--- src/rtl/core/mexp_pkg.sv ---
// Shared types and constants of the modular exponentiation core.
`timescale 1ns / 1ps
package mexp_pkg;

    // Register indexes on the configuration port (byte address 4 * index).
    localparam logic [0:0] REG_MODULUS  = 1'b0;
    localparam logic [0:0] REG_EXPONENT = 1'b1;

    // Register values after reset.
    localparam int unsigned MODULUS_RESET  = 3233;
    localparam int unsigned EXPONENT_RESET = 17;

    // Request from the sequencer to the shared modular multiplier.
    typedef struct packed {
        logic start;   // begin one modular multiply
        logic square;  // 1: base * base, 0: accumulator * base
    } t_mm_req;

endpackage

--- src/rtl/core/mexp_modmul.sv ---
// Shared modular multiplier: one product, then a shift-subtract reduction.
`timescale 1ns / 1ps
module mexp_modmul import mexp_pkg::*; #(
    parameter  int DATA_WIDTH = 16,
    localparam int PROD_W     = 2 * DATA_WIDTH,
    localparam int CNT_W      = $clog2(PROD_W + 1)
) (
    input  logic                  i_clk,
    input  logic                  i_rst_n,
    input  t_mm_req               i_req,
    input  logic [DATA_WIDTH-1:0] i_acc,
    input  logic [DATA_WIDTH-1:0] i_base,
    input  logic [DATA_WIDTH-1:0] i_modulus,
    output logic                  o_done,
    output logic [DATA_WIDTH-1:0] o_result
);

    typedef enum logic {
        ST_IDLE,
        ST_RED
    } t_state;

    t_state                r_state;
    logic [PROD_W-1:0]     r_prod;
    logic [DATA_WIDTH-1:0] r_rem;
    logic [DATA_WIDTH-1:0] r_mod;
    logic [CNT_W-1:0]      r_cnt;
    logic                  r_done;
    logic [DATA_WIDTH-1:0] r_result;

    logic [DATA_WIDTH-1:0] w_op_a;
    logic [DATA_WIDTH:0]   w_trial;
    logic [DATA_WIDTH:0]   w_diff;
    logic                  w_fits;
    logic [DATA_WIDTH-1:0] n_rem;

    assign w_op_a  = i_req.square ? i_base : i_acc;
    // Bring down the next product bit and subtract the modulus if it fits.
    assign w_trial = {r_rem, r_prod[PROD_W-1]};
    assign w_diff  = w_trial - {1'b0, r_mod};
    assign w_fits  = w_trial >= {1'b0, r_mod};
    assign n_rem   = w_fits ? w_diff[DATA_WIDTH-1:0] : w_trial[DATA_WIDTH-1:0];

    always_ff @(posedge i_clk) begin
        if (!i_rst_n) begin
            r_state <= ST_IDLE;
            r_cnt   <= '0;
            r_done  <= 1'b0;
        end else begin
            r_done <= 1'b0;
            case (r_state)
                ST_IDLE: begin
                    if (i_req.start) begin
                        r_prod  <= PROD_W'(w_op_a) * PROD_W'(i_base);
                        r_rem   <= '0;
                        r_mod   <= i_modulus;
                        r_cnt   <= CNT_W'(PROD_W);
                        r_state <= ST_RED;
                    end
                end
                ST_RED: begin
                    r_rem  <= n_rem;
                    r_prod <= r_prod << 1;
                    r_cnt  <= r_cnt - CNT_W'(1);
                    if (r_cnt == CNT_W'(1)) begin
                        // A zero modulus reduces everything to zero.
                        r_result <= (r_mod == '0) ? '0 : n_rem;
                        r_done   <= 1'b1;
                        r_state  <= ST_IDLE;
                    end
                end
                default: r_state <= ST_IDLE;
            endcase
        end
    end

    assign o_done   = r_done;
    assign o_result = r_result;

endmodule

--- src/rtl/core/modular_exponentiation_core.sv ---
// Top level of the modular exponentiation core: sequencer, registers, ports.
`timescale 1ns / 1ps
// The core raises each base word to a fixed exponent modulo a fixed modulus,
// scanning the exponent from its least significant bit (right-to-left
// square-and-multiply). Modulus and exponent live in two registers on the
// APB-style port: modulus at byte address 0, exponent at byte address 4.
// They are to be written only while the core is idle, which the user must
// ensure; the core itself does not enforce it. pready is always high. Base
// words enter on the s_axis channel, one result word leaves on the m_axis
// channel for every base word. All arithmetic runs through one shared
// modular multiplier: a single DATA_WIDTH x DATA_WIDTH product, then a
// shift-subtract reduction that takes one product bit per cycle. Each exponent
// bit costs one multiply when the bit is set, plus one squaring unless it is
// the highest set bit; a zero exponent returns 1 without any multiply. The
// core handles one word at a time: s_axis_tready is high only while it is
// idle. The result sits in an output register, so a new base word is taken
// while the previous result still waits; if the receiver stalls longer than
// one computation, the core holds its finished word until the output
// register frees up. A synchronous reset returns the registers to modulus
// 3233 and exponent 17 and drops any word in flight.
module modular_exponentiation_core import mexp_pkg::*; #(
    parameter  int DATA_WIDTH = 16,
    parameter  int EXP_WIDTH  = 16,
    localparam int TDATA_W    = ((DATA_WIDTH + 7) / 8) * 8
) (
    input  logic               i_clk,
    input  logic               i_rst_n,
    // Configuration port.
    input  logic               psel,
    input  logic               penable,
    input  logic               pwrite,
    input  logic [2:0]         paddr,
    input  logic [31:0]        pwdata,
    output logic [31:0]        prdata,
    output logic               pready,
    // Input words.
    input  logic               s_axis_tvalid,
    output logic               s_axis_tready,
    input  logic [TDATA_W-1:0] s_axis_tdata,   // [DATA_WIDTH-1:0] base_value
    // Result words.
    output logic               m_axis_tvalid,
    input  logic               m_axis_tready,
    output logic [TDATA_W-1:0] m_axis_tdata    // [DATA_WIDTH-1:0] power_result
);

    typedef enum logic [2:0] {
        ST_IDLE,
        ST_BIT,
        ST_MUL,
        ST_SQR,
        ST_OUT
    } t_state;

    t_state                r_state;
    logic [DATA_WIDTH-1:0] r_modulus;
    logic [EXP_WIDTH-1:0]  r_exponent;
    logic [DATA_WIDTH-1:0] r_acc;
    logic [DATA_WIDTH-1:0] r_base;
    logic [EXP_WIDTH-1:0]  r_exp;
    t_mm_req               r_req;
    logic                  r_out_valid;
    logic [DATA_WIDTH-1:0] r_out_data;

    logic                  w_cfg_write;
    logic                  w_in_accept;
    logic                  w_out_accept;
    logic                  w_mm_done;
    logic [DATA_WIDTH-1:0] w_mm_result;

    assign pready       = 1'b1;
    assign w_cfg_write  = psel && penable && pwrite && pready;
    assign w_in_accept  = s_axis_tvalid && s_axis_tready;
    assign w_out_accept = r_out_valid && m_axis_tready;

    // Configuration registers.
    always_ff @(posedge i_clk) begin
        if (!i_rst_n) begin
            r_modulus  <= DATA_WIDTH'(MODULUS_RESET);
            r_exponent <= EXP_WIDTH'(EXPONENT_RESET);
        end else if (w_cfg_write) begin
            case (paddr[2:2])
                REG_MODULUS:  r_modulus  <= pwdata[DATA_WIDTH-1:0];
                REG_EXPONENT: r_exponent <= pwdata[EXP_WIDTH-1:0];
                default: ;
            endcase
        end
    end

    always_comb begin
        case (paddr[2:2])
            REG_MODULUS:  prdata = 32'(r_modulus);
            REG_EXPONENT: prdata = 32'(r_exponent);
            default:      prdata = '0;
        endcase
    end

    mexp_modmul #(
        .DATA_WIDTH (DATA_WIDTH)
    ) u_modmul (
        .i_clk     (i_clk),
        .i_rst_n   (i_rst_n),
        .i_req     (r_req),
        .i_acc     (r_acc),
        .i_base    (r_base),
        .i_modulus (r_modulus),
        .o_done    (w_mm_done),
        .o_result  (w_mm_result)
    );

    // Sequencer. The accumulator starts at one and is only touched by a
    // multiply, so a zero exponent returns one unreduced. The exponent copy
    // shifts right after each squaring and the loop ends when it runs out of
    // set bits; the squaring after the highest set bit is skipped.
    always_ff @(posedge i_clk) begin
        if (!i_rst_n) begin
            r_state     <= ST_IDLE;
            r_req       <= '0;
            r_out_valid <= 1'b0;
        end else begin
            r_req.start <= 1'b0;
            if (w_out_accept) begin
                r_out_valid <= 1'b0;
            end
            case (r_state)
                ST_IDLE: begin
                    if (w_in_accept) begin
                        r_base  <= s_axis_tdata[DATA_WIDTH-1:0];
                        r_acc   <= DATA_WIDTH'(1);
                        r_exp   <= r_exponent;
                        r_state <= ST_BIT;
                    end
                end
                ST_BIT: begin
                    if (r_exp == '0) begin
                        r_state <= ST_OUT;
                    end else if (r_exp[0]) begin
                        r_req   <= '{start: 1'b1, square: 1'b0};
                        r_state <= ST_MUL;
                    end else begin
                        r_req   <= '{start: 1'b1, square: 1'b1};
                        r_state <= ST_SQR;
                    end
                end
                ST_MUL: begin
                    if (w_mm_done) begin
                        r_acc <= w_mm_result;
                        if ((r_exp >> 1) == '0) begin
                            r_exp   <= '0;
                            r_state <= ST_OUT;
                        end else begin
                            r_req   <= '{start: 1'b1, square: 1'b1};
                            r_state <= ST_SQR;
                        end
                    end
                end
                ST_SQR: begin
                    if (w_mm_done) begin
                        r_base  <= w_mm_result;
                        r_exp   <= r_exp >> 1;
                        r_state <= ST_BIT;
                    end
                end
                ST_OUT: begin
                    // Hand the result over once the output register is free.
                    if (!r_out_valid || m_axis_tready) begin
                        r_out_valid <= 1'b1;
                        r_out_data  <= r_acc;
                        r_state     <= ST_IDLE;
                    end
                end
                default: r_state <= ST_IDLE;
            endcase
        end
    end

    assign s_axis_tready = (r_state == ST_IDLE);
    assign m_axis_tvalid = r_out_valid;
    assign m_axis_tdata  = TDATA_W'(r_out_data);

endmodule

--- config.mk ---
export PLATFORM = sky130hd
export DESIGN_NAME = modular_exponentiation_core
export DESIGN_NICKNAME = d
export VERILOG_FILES = /design/src/rtl/core/mexp_pkg.sv /design/src/rtl/core/mexp_modmul.sv /design/src/rtl/core/modular_exponentiation_core.sv
export SDC_FILE = /design/constraint.sdc
export NUM_CORES = 1
export LEC_CHECK = 0
export ABC_AREA = 1
export BUFFER_PORTS_ARGS = -buffer_cell sky130_fd_sc_hd__buf_4
export CAP_MARGIN = 5
export CORE_MARGIN = 8
export CORE_UTILIZATION = 68
export CTS_CLUSTER_SIZE = 16
export DETAILED_ROUTE_END_ITERATION = 8
export GPL_TIMING_DRIVEN = 0
export PLACE_DENSITY = 0.88
export SKIP_LAST_GASP = 1
export SYNTH_ARGS = -nofsm -noshare
export SYNTH_HDL_FRONTEND = slang
export SYNTH_SLANG_ARGS = --single-unit
export TNS_END_PERCENT = 30
--- constraint.sdc ---
create_clock -name i_clk -period 17.4 [get_ports i_clk]
set_input_delay 0.87 -clock i_clk [delete_from_list [all_inputs] [get_ports i_clk]]
set_output_delay 0.87 -clock i_clk [all_outputs]
set_load 0.1 [all_outputs]
==> impl_metrics.ini <==
[route]
wl_per_cell_um = 18.3
finalWirelength_um = 49800
drc_errors = 0
vias = 15300
antenna_left = 0
dr.first_iter.drc_count = 1447
vias_per_cell = 5.63
dr.pass1.iters = 6

[logic_synthesis]
synth_area_leaders = edfxtp_1 24%, fa_1 22%, nand2_1 13%, inv_1 9.7%, ha_1 8.5%
ys_async_sr_fraction_pct = 0
syn_inst = 2267
synth_top_area_share_pct = 24.1
seq_area_frac_synth_pct = 29.2
synth_common_cells = 629 x nand2_1, 463 x inv_1, 288 x nor2_1, 195 x fa_1, 144 x edfxtp_1
syn_area_per_cell_sq_um = 7.92
yosys_most_used_dff = edfxtp_1
netlist_area_sq_um = 18000
synth_warnings = 0
synth_seq_cells = 190
synth.most_common_cell = nand2_1
yosysUniqueCellTypes = 41
synth_top_cell_by_area = edfxtp_1
synth_enable_flop_cells = 144

[timing]
relSlewSlack_pct = 15.8
fin_crit_ns = 7.22
finalSetupViolations = 0
report.final.slew_viol_count = 0
min_period_over_period_pct = 41.5
worst_pin_slew_ns = 1.26
finalSetupTns_ns = 0
skew_ns = 0.0170
max_freq_mhz = 139
worst_slack_ns = 10.18
rsz0062_at_grt = no
hold_violations = 0

[critical_path]
worst-path-buf-inv = 8
critical_path_required_ns = 17.58
critical_path_class = register to register
cp_top_family = adder cells
end_kind = register
startpoint_type = register
slowest_delay_ns = 0.73
crit_slowest_cell = fa_1
arrival_ns = 7.40
cp_max_fo = 10

[place]
place_ws_ns = 10.52
place.gp.congestion = 1.03
io_buffers = 72
dpl_cell_area_sq_um = 19000
post-dp-hpwl_um = 39400

[global_routing]
grt-busiest-layer = met2
gr-usage-met3_pct = 9.02
grt_use_met1_pct = 35.6
antenna_found_initial = 0
grt_use_met2_pct = 54.0
grt_pass1_wl_um = 78500
gr-usage-all-layers_pct = 32.0
grt_max_degree = 28
grt.overflow.total = 0
grt_pass1_vias = 15600

[clock_tree]
cts_hold_buf = 0
clk_pin_slew_worst_paths_ns = 0.09
clockRootBuffer = clkbuf_16
cts_tree = yes
cts_sinks = 190
cts_made_buffers = 17
cts_resized = 0
post-cts-setup-buffer-count = 0
htree_num_levels = 4
cts_max_path_buffers = 2
clk_latency_ns = 0.46

[final_layout]
design_area_sq_um = 19700
drive_gt1_share_pct = 6.86
diodes = 0
layout.nets = 2751
area_growth_pct = 9.47

[floorplan]
io_pins = 109
dieHeight_um = 178
core-area_sq_um = 26000
die_w_um = 178
die_area_sq_um = 31900
row_count = 59
initial_utilization_pct = 69.1

[run_status]
status = finished, final reports clean

[hold_path]
hold_class = register to register

[flow_run]
cap_violations = 0
layout make-up:
cell class                      instances  area [sq um]
Tap cell                              335           419
Clock buffer                           18           439
Multi-Input combinational cell       1537         10600
Buffer                                 82           407
Timing Repair Buffer                   75           591
Sequential cell                       190          5250
Inverter                              473          1780
Clock inverter                         14           180
Fill cell                            1883          6330
path summary, 6_finish.rpt:
path | from | endpoint | slack [ns] | cells after the start
min | r_modulus[4]$_SDFFE_PN0P_ | u_modmul.r_mod[4]$_DFFE_PP_ | 0.47 | 0
max reg2reg | r_req[0]$_SDFFE_PN0P_ | u_modmul.r_prod[31]$_DFFE_PP_ | 10.18 | 26
min reg2reg | r_modulus[4]$_SDFFE_PN0P_ | u_modmul.r_mod[4]$_DFFE_PP_ | 0.47 | 0
max | r_req[0]$_SDFFE_PN0P_ | u_modmul.r_prod[31]$_DFFE_PP_ | 10.18 | 26
cells in the final DEF, fill, tap and decap left out, drive strengths merged:
cell / instances
xor2: 4
buf: 106
nand2: 634
nand3b: 11
dfxtp: 46
or2: 7
nor2: 291
a31oi: 2
o211ai: 1
o21ai: 78
a211oi: 1
inv: 475
nor4: 2
nand4: 17
conb: 17
clkbuf: 69
a21oi: 42
ha: 122
a21o: 1
o21a: 12
o21bai: 2
clkinv: 12
nand3: 76
fa: 195
nor3: 8
xnor2: 12
o31ai: 1
and3: 1
edfxtp: 144
registers in the layout, summed over array words and instances, names as in the netlist, 16 cells and up:
register and count:
r_acc 16, u_modmul.r_rem 16, u_modmul.r_prod 32, m_axis_tdata 16, r_exponent 16, u_modmul.r_mod 16, u_modmul.o_result 16, r_base 16
r_exp 16, r_modulus 16
layer usage:
| layer | vias to the layer above | routed length, um |
|---|---|---|
| met5 | - | 0 |
| met3 | 242 | 4890 |
| met4 | 0 | 3500 |
| met1 | 7168 | 17400 |
| li1 | 7049 | - |
| met2 | 882 | 24000 |
metrics by stage:
stage,hold WS (ns),cells,utilization [%]
after floorplan,0.425,2282,-
after global placement,0.435,2689,73.0
after detailed placement,0.453,2691,73.2
after CTS,0.467,2723,75.6
after global routing,0.469,2724,75.6
final,0.471,2724,75.6
logic make-up after synthesis:
kind of cell	count (synthesis)	share of synthesized area, %
buffers and inverters	555	12.2
flip-flops	190	29.2
adder cells (fa/ha/maj)	317	30.2
other	2	0.0418
AND/OR/NAND/NOR	1047	23.4
XOR/XNOR	16	0.780
AO/OA/AOI/OAI	140	4.17
Power is not shown: default switching activity piles up to over one toggle a cycle in this logic, so the estimate is an artifact.
